==> config.mk <==
export PLATFORM = sky130hd
export DESIGN_NAME = stmin_ctrl
export DESIGN_NICKNAME = d
export VERILOG_FILES = /design/src/stmin_pkg.sv /design/src/stmin_ctrl.sv
export SDC_FILE = /design/constraint.sdc
export NUM_CORES = 1
export LEC_CHECK = 0
export BUFFER_PORTS_ARGS = -buffer_cell sky130_fd_sc_hd__buf_2
export CAP_MARGIN = 20
export CORE_AREA = 3 3 40 42
export CTS_CLUSTER_SIZE = 24
export DETAILED_ROUTE_END_ITERATION = 8
export DIE_AREA = 0 0 43 45
export GPL_TIMING_DRIVEN = 1
export PLACE_DENSITY_LB_ADDON = 0.1
export SYNTH_ARGS = -nofsm -noshare
export SYNTH_HDL_FRONTEND = slang
export SYNTH_SLANG_ARGS = --single-unit
==> constraint.sdc <==
create_clock -name clk_i -period 1.4 [get_ports clk_i]
set_input_delay 0.14 -clock clk_i [delete_from_list [all_inputs] [get_ports clk_i]]
set_output_delay 0.14 -clock clk_i [all_outputs]
set_load 0.02 [all_outputs]
==> src/stmin_pkg.sv <==
`timescale 1ns / 1ps

package stmin_pkg;

  localparam int DEPTH_DEF  = 1024;
  localparam int LEVELS_DEF = 11;
  localparam int DATA_W     = 32;
  localparam int IDX_W      = 10;
  localparam int CNT_W      = 11;
  localparam int LOG_W      = $clog2(CNT_W);

  typedef enum logic [1:0] {
    CMD_LOAD  = 2'd0,
    CMD_BUILD = 2'd1,
    CMD_QUERY = 2'd2
  } cmd_e;

  typedef struct packed {
    logic load_we;
    logic cfg_we;
    logic build_init;
    logic build_rd;
    logic lvl_next;
    logic query_rd;
    logic out_ld;
    logic built;
  } stmin_cmd_t;

  typedef struct packed {
    logic index_ok;
    logic level_ok;
    logic last_j;
    logic out_free;
  } stmin_sts_t;

  function automatic logic [LOG_W-1:0] floor_log2(input logic [CNT_W-1:0] v);
    logic [LOG_W-1:0] r;
    r = '0;
    for (int i = 0; i < CNT_W; i++) begin
      if (v[i]) begin
        r = LOG_W'(i);
      end
    end
    return r;
  endfunction

endpackage

==> src/stmin_ctrl.sv <==
`timescale 1ns / 1ps

module stmin_ctrl (
  input  logic                   clk_i,
  input  logic                   rst_ni,
  input  logic                   s_valid_i,
  input  logic [1:0]             cmd_i,
  input  logic                   cfg_valid_i,
  input  stmin_pkg::stmin_sts_t  sts_i,
  output stmin_pkg::stmin_cmd_t  cmd_o,
  output logic                   s_ready_o,
  output logic                   cfg_ready_o
);

  typedef enum logic [4:0] {
    S_IDLE   = 5'b00001,
    S_BSTART = 5'b00010,
    S_BRUN   = 5'b00100,
    S_BDRAIN = 5'b01000,
    S_QCMP   = 5'b10000
  } state_e;

  state_e state_q, state_d;
  logic   built_q, built_d;
  logic   s_accept;
  logic   cfg_accept;

  assign s_ready_o   = (state_q == S_IDLE);
  assign cfg_ready_o = (state_q == S_IDLE);
  assign s_accept    = s_valid_i && s_ready_o;
  assign cfg_accept  = cfg_valid_i && cfg_ready_o;

  always_comb begin
    state_d      = state_q;
    built_d      = built_q;
    cmd_o        = '0;
    cmd_o.built  = built_q;
    if (cfg_accept) begin
      cmd_o.cfg_we = 1'b1;
      built_d      = 1'b0;
    end
    case (state_q)
      S_IDLE: begin
        if (s_accept) begin
          case (stmin_pkg::cmd_e'(cmd_i))
            stmin_pkg::CMD_LOAD: begin
              if (sts_i.index_ok) begin
                cmd_o.load_we = 1'b1;
                built_d       = 1'b0;
              end
            end
            stmin_pkg::CMD_BUILD: begin
              cmd_o.build_init = 1'b1;
              state_d          = S_BSTART;
            end
            stmin_pkg::CMD_QUERY: begin
              cmd_o.query_rd = 1'b1;
              state_d        = S_QCMP;
            end
            default: begin
            end
          endcase
        end
      end
      S_BSTART: begin
        if (sts_i.level_ok) begin
          state_d = S_BRUN;
        end else begin
          built_d = 1'b1;
          state_d = S_IDLE;
        end
      end
      S_BRUN: begin
        cmd_o.build_rd = 1'b1;
        if (sts_i.last_j) begin
          state_d = S_BDRAIN;
        end
      end
      S_BDRAIN: begin
        cmd_o.lvl_next = 1'b1;
        state_d        = S_BSTART;
      end
      S_QCMP: begin
        if (sts_i.out_free) begin
          cmd_o.out_ld = 1'b1;
          state_d      = S_IDLE;
        end
      end
      default: begin
        state_d = S_IDLE;
      end
    endcase
  end

  always_ff @(posedge clk_i or negedge rst_ni) begin
    if (!rst_ni) begin
      state_q <= S_IDLE;
      built_q <= 1'b0;
    end else begin
      state_q <= state_d;
      built_q <= built_d;
    end
  end

endmodule

* Yosys cells after proc, flatten, opt, wreduce, memory -nomap -nowiden
Cells that the tools add are included.
** Word-level totals
- Bits in registers :: 6
- Input bits :: 10
- Output and inout bits :: 10
- Word-level logic and storage cells :: 44
** Operators by class
- Equality and inequality tests :: 11
- Mux-type cells :: 27
- Reduce and logical (&&, ||, !) cells :: 4
** Operators with widths (number)
- 5-bit one-hot mux with 5 select lines :: 1
- 1-bit 2-to-1 mux :: 20
- 5-bit 2-to-1 mux :: 3
- 5-bit one-hot mux with 2 select lines :: 1
- 5-bit by 1-bit equality test with 1-bit output (second input constant) :: 1
- 5-bit by 2-bit equality test with 1-bit output (second input constant) :: 1
- 5-bit by 3-bit equality test with 1-bit output (second input constant) :: 1
- 5-bit by 4-bit equality test with 1-bit output (second input constant) :: 1
- 5-bit equality test (second input constant) :: 1
- 2-bit inequality test (second input constant) :: 2
- 4-bit AND reduction :: 1
- 3-bit 2-to-1 mux :: 1
- 3-bit by 1-bit inequality test with 1-bit output (second input constant) :: 1
- 2-bit by 1-bit equality test with 1-bit output (second input constant) :: 1
- 2-bit equality test (second input constant) :: 1
- 1-bit logical AND :: 2
- 2-bit zero test :: 1
- 2-bit by 1-bit inequality test with 1-bit output (second input constant) :: 1
- 1-bit one-hot mux with 2 select lines :: 1

* Logic depth before layout (Yosys ltp)
Gate-level depths: netlist of run 1.
- Depth after elaboration :: 7
- Depth in mapped cells :: 4
- Depth with buffers taken out :: 3

* Worst setup path after synthesis of run 1
Ideal clock, no wire load.
- Path kind :: reg-to-output
- Start point :: register state_q[0]
- End point :: output port s_ready_o
- Arrival :: 1.573 ns
- Required time :: 1.260 ns
- Slack :: -0.313 ns
- Stages on the path, launching flop included :: 4
- Buffers on the path :: 1
- Cells stage by stage :: dfstp_2 or4b_4 nor2_1 buf_4
** Between the ends
- Cells in the longest elaborated chain, start to end :: 1
** RTL lines
- from (decl) :: line stmin_ctrl.sv:23 : state_e state_q, state_d;
- from (signal assigned) :: line stmin_ctrl.sv:100 : state_q <= state_d;
- 5-bit by 1-bit equality test with 1-bit output
- to (decl) :: line stmin_ctrl.sv:11 : output logic s_ready_o,
Every way passes these cells.

==> flow_summary.toml, run 1 <==
[run_status]
run_status = "finished, violations left"
failed_checks = "negative setup slack"

[clock_network]
clockRootBuffer = "sky130_fd_sc_hd__clkbuf_4"
clock_sinks = 6
cts-buffers-inserted = 3
worstSkewPairLatency_ns = 0.25
cts.htree.levels = 1
clock_path_buffers = 2
tritoncts = "yes"
cts_clk_pin_slew_worst_paths_ns = 0.05

[finish]
num-fill-cells = 108
drive_gt1_share_pct = 61.3
nets = 91
insertedDiodeCount = 0
stdcell_area_sq_um = 788
area_growth_pct = 69.8

[floorplanning]
die_w_um = 43
die_height_um = 45
io_pins = 20
core_region_area_sq_um = 1280
fp.dieArea_sq_um = 1940
num_rows = 13
floorplan.initialDensity_pct = 36.1

[worst_setup_path]
cp_data_required_time_ns = 1.26
critical_path_class = "register to output pin"
critical_path.endpoint_type = "output pin"
crit_path_cell_trace = "nor4b_4, buf_4, and4_4, buf_6"
cp_slowest_stage_delay_ns = 0.53
slowest_stage = "sky130_fd_sc_hd__dfstp_2"
timing.critical_path.arrival_ns = 1.54
timing.critical_path.fanout_max = 3
worst_setup_path_start_kind = "register"

[grt]
antenna_violations_before_repair = 0
grt_start_max_net_pins = 9
grt_remaining_overflow = 0
grt_first_pass_wirelength_mm = 2.05
grtUsageTotal_pct = 14.3
number_of_global_route_vias_before_repair = 493

[power_and_ir_drop]
power.share.clock_pct = 12.6
p_leak_nw = 0.353
sw_frac_of_total_pct = 41.3
combinationalPowerShare_pct = 66.8
cellPowerDensity_nw_per_um2 = 1770
switchingPower_mw = 0.576
share_seq_of_total_power_pct = 20.6
internal-power_mw = 0.820
ir_worst_vdd_uv = 1080
post-layout-total-power_mw = 1.40

[yosys]
mean_area_per_synthesized_cell_sq_um = 8.76
synth_warnings = 0
cell_variety_after_synth = 27
async_reset_ff_share_pct = 100
postSynthRegisterBits = 6
synth_cells = 53
dominantRegCellSynth = "sky130_fd_sc_hd__dfrtp_1"
post_synthesis_net_count = 63
netlist_area_sq_um = 464
synth.yosys.seq_area_share_pct = 32.6
synth_enable_flop_cells = 0

[timing]
fmax_ghz = 0.597
setup_violations = 10
timing_max_transition_violations_final = 0
grt_setup_unrepaired = "yes"
maxSlewHeadroom_pct = 78.5
report.final.hold_viol_count = 0
tightestPinTransition_ns = 0.320
worst_clock_skew_ns = 0.0110
post-route-min-period_ns = 1.68
finalHoldWorstSlack_ns = 0.133
timing.final.ws_setup_ns = -0.276
timing.final.crit_share_pct = 120

[route]
ant_nets = 0
met3_length_um = 80
dr.first_iter.drc_count = 6
drt-wirelength-per-cell_um = 13.1
routed-via-count = 494
vias_per_cell = 5.20
wl_mm = 1.25
highest_layer = "met3"
wl_met1_um = 509
drtPass1Iterations = 4
post-route-drc-count = 0
dr_wl_met2_um = 658

[placement]
gp_congestion = 0.760
buffer_ports.inserted = 19
detailedPlacementHpwl_um = 952
detailed_place.area_sq_um = 618

[run]
cap_viol_max_count = 0

[hold_path]
hold_path_class = "primary input to register"
-- worst max-delay path: cells and delay by family (launching register included) --
| family | cells | cell delay [ns] |
|---|---|---|
| buf+inv | 2 | 0.30 |
| flops | 1 | 0.53 |
| simple gates | 2 | 0.47 |
-- synthesized netlist by cell type (3+ instances only) --
library cell	instances	share of area [%]
sky130_fd_sc_hd__nand3_1	4	4.3
sky130_fd_sc_hd__nor2_1	7	5.7
sky130_fd_sc_hd__dfrtp_1	5	27
sky130_fd_sc_hd__nor3b_1	3	4.9
sky130_fd_sc_hd__buf_4	3	4.9
-- cell type report --
class | count | area (sq um) | share of cell area, %
sequential | 6 | 153 | 19.4
multi-input combinational | 40 | 358 | 45.4
clock buffer | 4 | 26.3 | 3.33
inverter | 2 | 7.51 | 0.952
timing repair buffer | 28 | 225 | 28.6
tap | 15 | 18.8 | 2.38
-- placed cells by master, fill, tap and decap left out --
master                          synthesis  routed
sky130_fd_sc_hd__or4b_4                 1       1
sky130_fd_sc_hd__clkbuf_1               0       1
sky130_fd_sc_hd__inv_1                  2       2
sky130_fd_sc_hd__clkbuf_4               0       3
sky130_fd_sc_hd__nand2b_1               2       2
sky130_fd_sc_hd__o21ai_0                1       1
sky130_fd_sc_hd__a41o_1                 1       1
sky130_fd_sc_hd__nor3_1                 1       1
sky130_fd_sc_hd__nand2_1                1       1
sky130_fd_sc_hd__nand3_2                0       2
sky130_fd_sc_hd__o21ai_2                0       1
sky130_fd_sc_hd__nor2_2                 0       2
sky130_fd_sc_hd__xor2_1                 2       2
sky130_fd_sc_hd__and4_1                 2       1
sky130_fd_sc_hd__nand4b_1               2       2
sky130_fd_sc_hd__dfrtp_2                0       1
sky130_fd_sc_hd__and3_4                 0       2
sky130_fd_sc_hd__a21oi_2                0       1
sky130_fd_sc_hd__nor2_4                 0       3
sky130_fd_sc_hd__nor3b_4                0       1
sky130_fd_sc_hd__nor3b_1                3       2
sky130_fd_sc_hd__and4_4                 0       1
sky130_fd_sc_hd__buf_2                  1      10
sky130_fd_sc_hd__dlygate4sd3_1          0       1
sky130_fd_sc_hd__o221ai_2               0       1
sky130_fd_sc_hd__o21ai_1                2       1
sky130_fd_sc_hd__nand3_1                4       2
sky130_fd_sc_hd__buf_4                  3       7
sky130_fd_sc_hd__dfstp_2                1       1
sky130_fd_sc_hd__nor4b_4                0       1
sky130_fd_sc_hd__nor2b_1                2       2
sky130_fd_sc_hd__buf_6                  1      10
sky130_fd_sc_hd__dfrtp_1                5       4
sky130_fd_sc_hd__and2_1                 1       1
sky130_fd_sc_hd__a21oi_1                2       1
sky130_fd_sc_hd__nor2_1                 7       2
sky130_fd_sc_hd__o211ai_1               1       1
sky130_fd_sc_hd__a211oi_4               0       1
-- layer usage --
metal / vias to the layer above / global-route usage, %
met5: - / 0
met4: 0 / 3.61
met3: 0 / 4.78
met2: 18 / 25.1
met1: 232 / 17.0
li1: 244 / -
-- cell families (layout without fill, tap and decap cells) --
logic type      after synthesis  after routing  synth area share [%]
simple gates                 29             29                  39.9
compound gates                9              9                  13.7
buf+inv                       7             34                  9.97
flops                         6              6                  32.6
xor+xnor                      2              2                  3.77
-- flip-flops by register name (all words and copies together), names as in the netlist --
name	flops
built_q	1
state_q	5
-- power groups by stage --
stage / registers, mW / clock network, mW / logic (mW)
2_1_floorplan: 0.288 / 0 / 0.500
3_3_place_gp: 0.275 / 0 / 0.673
3_5_place_dp: 0.278 / 0 / 0.676
4_1_cts: 0.285 / 0.180 / 0.866
5_1_grt: 0.296 / 0.190 / 1.00
6_report: 0.287 / 0.176 / 0.933
-- final timing paths --
check / start / to / slack (ns) / cells past startpoint
min reg2reg: built_q$_DFF_PN0_ / built_q$_DFF_PN0_ / 0.52 / 2
max: state_q[0]$_DFFE_PN1P_ / cmd_o[7] / -0.28 / 4
min: sts_i[1] / state_q[3]$_DFFE_PN0P_ / 0.13 / 2
min in group asynchronous: rst_ni / state_q[3]$_DFFE_PN0P_ / 0.24 / 2
max in group asynchronous: rst_ni / state_q[0]$_DFFE_PN1P_ / 0.93 / 2
max reg2reg: state_q[0]$_DFFE_PN1P_ / state_q[0]$_DFFE_PN1P_ / -0.16 / 4
-- what timing repair did --
item,4_1_cts,5_1_grt
buffers inserted,1,1
endpoints found under the hold margin,6,0
endpoints found under the setup margin,12,12
gates cloned,0,0
hold buffers,1,0
resized for setup,25,7
pin swaps,4,4
-- stage by stage --
stage / setup slack [ns] / setup TNS (ns) / util, % / cells
after floorplan: -0.113 / -0.229 / - / 53
after global placement: -0.0635 / -0.216 / 48.1 / 88
after detailed placement: -0.0816 / -0.308 / 48.1 / 88
after CTS: -0.282 / -1.92 / 58.4 / 94
after global routing: -0.383 / -2.65 / 61.3 / 95
final: -0.276 / -1.85 / 61.3 / 95
(Power assumes the default switching activity.)
==> inputs of run 2 (changes only) <==
--- a/config.mk
+++ b/config.mk
@@ -13,6 +13,7 @@
 export DIE_AREA = 0 0 43 45
 export GPL_TIMING_DRIVEN = 1
 export PLACE_DENSITY_LB_ADDON = 0.1
+export SETUP_SLACK_MARGIN = 0.3
 export SYNTH_ARGS = -nofsm -noshare
 export SYNTH_HDL_FRONTEND = slang
 export SYNTH_SLANG_ARGS = --single-unit
==> run 2 against run 1 <==
Compared with the run above:
- the flow still finishes with violations (negative setup slack)
- die area did not move
- critical endpoint unchanged
- design area rose by 11%
- non-clock buffer count rose by 6
- largest power group unchanged
- sequential share of layout area fell by 1.8 points
- highest routed layer is now met4
==> flow_summary.toml, run 2 (synthesis results as in run 1) <==
[timing]
timing.final.crit_share_pct = 121
report.final.hold_viol_count = 0
timing_max_transition_violations_final = 0
grt_setup_unrepaired = "yes"
finalHoldWorstSlack_ns = 0.128
maxSlewHeadroom_pct = 82.9
setup_violations = 12
worst_clock_skew_ns = 0.0144
post-route-min-period_ns = 1.69
fmax_ghz = 0.592
timing.final.ws_setup_ns = -0.290
tightestPinTransition_ns = 0.255

[finish]
final_cell_mix = "sky130_fd_sc_hd__buf_6 (13), sky130_fd_sc_hd__buf_2 (10), sky130_fd_sc_hd__buf_4 (10)"
top_regs = "state_q: 5 flops, built_q: 1 flops"
registers.top_by_ff_count = "state_q"
nets = 97
layout.cells.most_common = "sky130_fd_sc_hd__buf_6"
insertedDiodeCount = 0
area_growth_pct = 89.2
drive_gt1_share_pct = 72.1
largest_reg_flops = 5
stdcell_area_sq_um = 878

[worst_setup_path]
slowest_stage = "sky130_fd_sc_hd__dfstp_2"
critical_path.endpoint_type = "output pin"
cp_data_required_time_ns = 1.26
timing.critical_path.arrival_ns = 1.55
timing.critical_path.fanout_max = 3
crit_path_start = "state_q[0]$_DFFE_PN1P_"
worst_setup_path_start_kind = "register"
rr_startpoint = "state_q[0]$_DFFE_PN1P_"
crit_path_cell_trace = "nor4b_4, buf_4, and4_4, buf_6"
cp_slowest_stage_delay_ns = 0.54
critical_path_class = "register to output pin"

[clock_network]
clockRootBuffer = "sky130_fd_sc_hd__clkbuf_4"
cts-buffers-inserted = 3
tritoncts = "yes"
clock_path_buffers = 2
cts_clk_pin_slew_worst_paths_ns = 0.06
cts.htree.levels = 1
worstSkewPairLatency_ns = 0.26
clock_sinks = 6

[route]
vias_per_cell = 5.24
drt-wirelength-per-cell_um = 14.5
dr.first_iter.drc_count = 10
ant_nets = 0
routed-via-count = 529
wl_mm = 1.46
post-route-drc-count = 0
drtPass1Iterations = 4

[grt]
grt_first_pass_wirelength_mm = 2.37
grtUsageTotal_pct = 17.2
number_of_global_route_vias_before_repair = 531
antenna_violations_before_repair = 0
grt_remaining_overflow = 0
grt_start_max_net_pins = 9

[placement]
buffer_ports.inserted = 19
gp_congestion = 0.792
detailed_place.area_sq_um = 624
detailedPlacementHpwl_um = 963
dpl_worst_slack_ns = -0.0833

[floorplanning]
io_pins = 20
floorplan.initialDensity_pct = 36.1
core_region_area_sq_um = 1280
fp.dieArea_sq_um = 1940
die_height_um = 45
num_rows = 13
die_w_um = 43

[hold_path]
hold_path_class = "primary input to register"
hold_start = "sts_i[1]"

[run_status]
failed_checks = "negative setup slack"
run_status = "finished, violations left"

[power_and_ir_drop]
internal-power_mw = 0.885
power.share.clock_pct = 12.3
ir_worst_vdd_uv = 1030
post-layout-total-power_mw = 1.52
cellPowerDensity_nw_per_um2 = 1730
p_leak_nw = 0.395
sw_frac_of_total_pct = 41.7
share_seq_of_total_power_pct = 19.2
combinationalPowerShare_pct = 68.5
switchingPower_mw = 0.633

[run]
cap_viol_max_count = 0
-- run 2: cell count changes in the layout (fill, tap and decap cells not counted), sizes merged --
cell / previous run / this run
buf: 27 / 33
-- run 2: final timing paths --
kind / to / slack [ns] / cells past startpoint
max in group asynchronous: state_q[0]$_DFFE_PN1P_ / 0.93 / 2
setup / recovery: cmd_o[7] / -0.29 / 4
hold / removal: state_q[3]$_DFFE_PN0P_ / 0.13 / 2
setup reg to reg: built_q$_DFF_PN0_ / -0.20 / 6
hold reg to reg: built_q$_DFF_PN0_ / 0.54 / 2
min in group asynchronous: state_q[2]$_DFFE_PN0P_ / 0.22 / 2
-- run 2: cell type report --
class,instances,area [sq um]
Clock buffer,4,26.3
Multi-Input combinational cell,40,390
Timing Repair Buffer,34,282
Sequential cell,6,154
Fill cell,104,407
Inverter,2,7.51
Tap cell,15,18.8
-- run 2: per-layer routing --
metal	vias up	part of all wire (%)	GRT usage, %	wire length, um
li1	258	-	-	-
met1	249	40	17.7	584
met2	17	51	29.9	743
met3	5	6.2	5.98	91
met4	0	2.8	10.8	41
met5	-	0	0	0
-- run 2: repair_timing --
item | CTS | global route
hold buffers | 1 | 0
endpoints found under the hold margin | 6 | 0
setup endpoints to repair | 14 | 15
gates resized for setup | 30 | 13
buffers inserted | 4 | 4
cloned | 0 | 0
pin swaps | 5 | 4
-- run 2: power by group through the flow --
stage	Combinational [mW]	Sequential [mW]	Clock, mW
floorplan	0.503	0.288	0
global placement	0.679	0.272	0
detailed placement	0.682	0.274	0
CTS	0.900	0.283	0.183
global route	1.11	0.296	0.206
finish	1.04	0.291	0.186
-- run 2: stage by stage --
step	cells	utilization [%]	setup TNS (ns)
4_1_cts	97	62.0	-2.12
3_5_place_dp	88	48.6	-0.326
6_report	101	68.4	-2.62
5_1_grt	101	68.4	-3.31
3_3_place_gp	88	48.6	-0.189
2_1_floorplan	53	-	-0.229
-- run 2: worst max-delay path: cells and delay by family (launching register included) --
kind                   cells  cell delay (ns)
buffers and inverters      2             0.30
flip-flops                 1             0.54
AND/OR/NAND/NOR            2             0.47
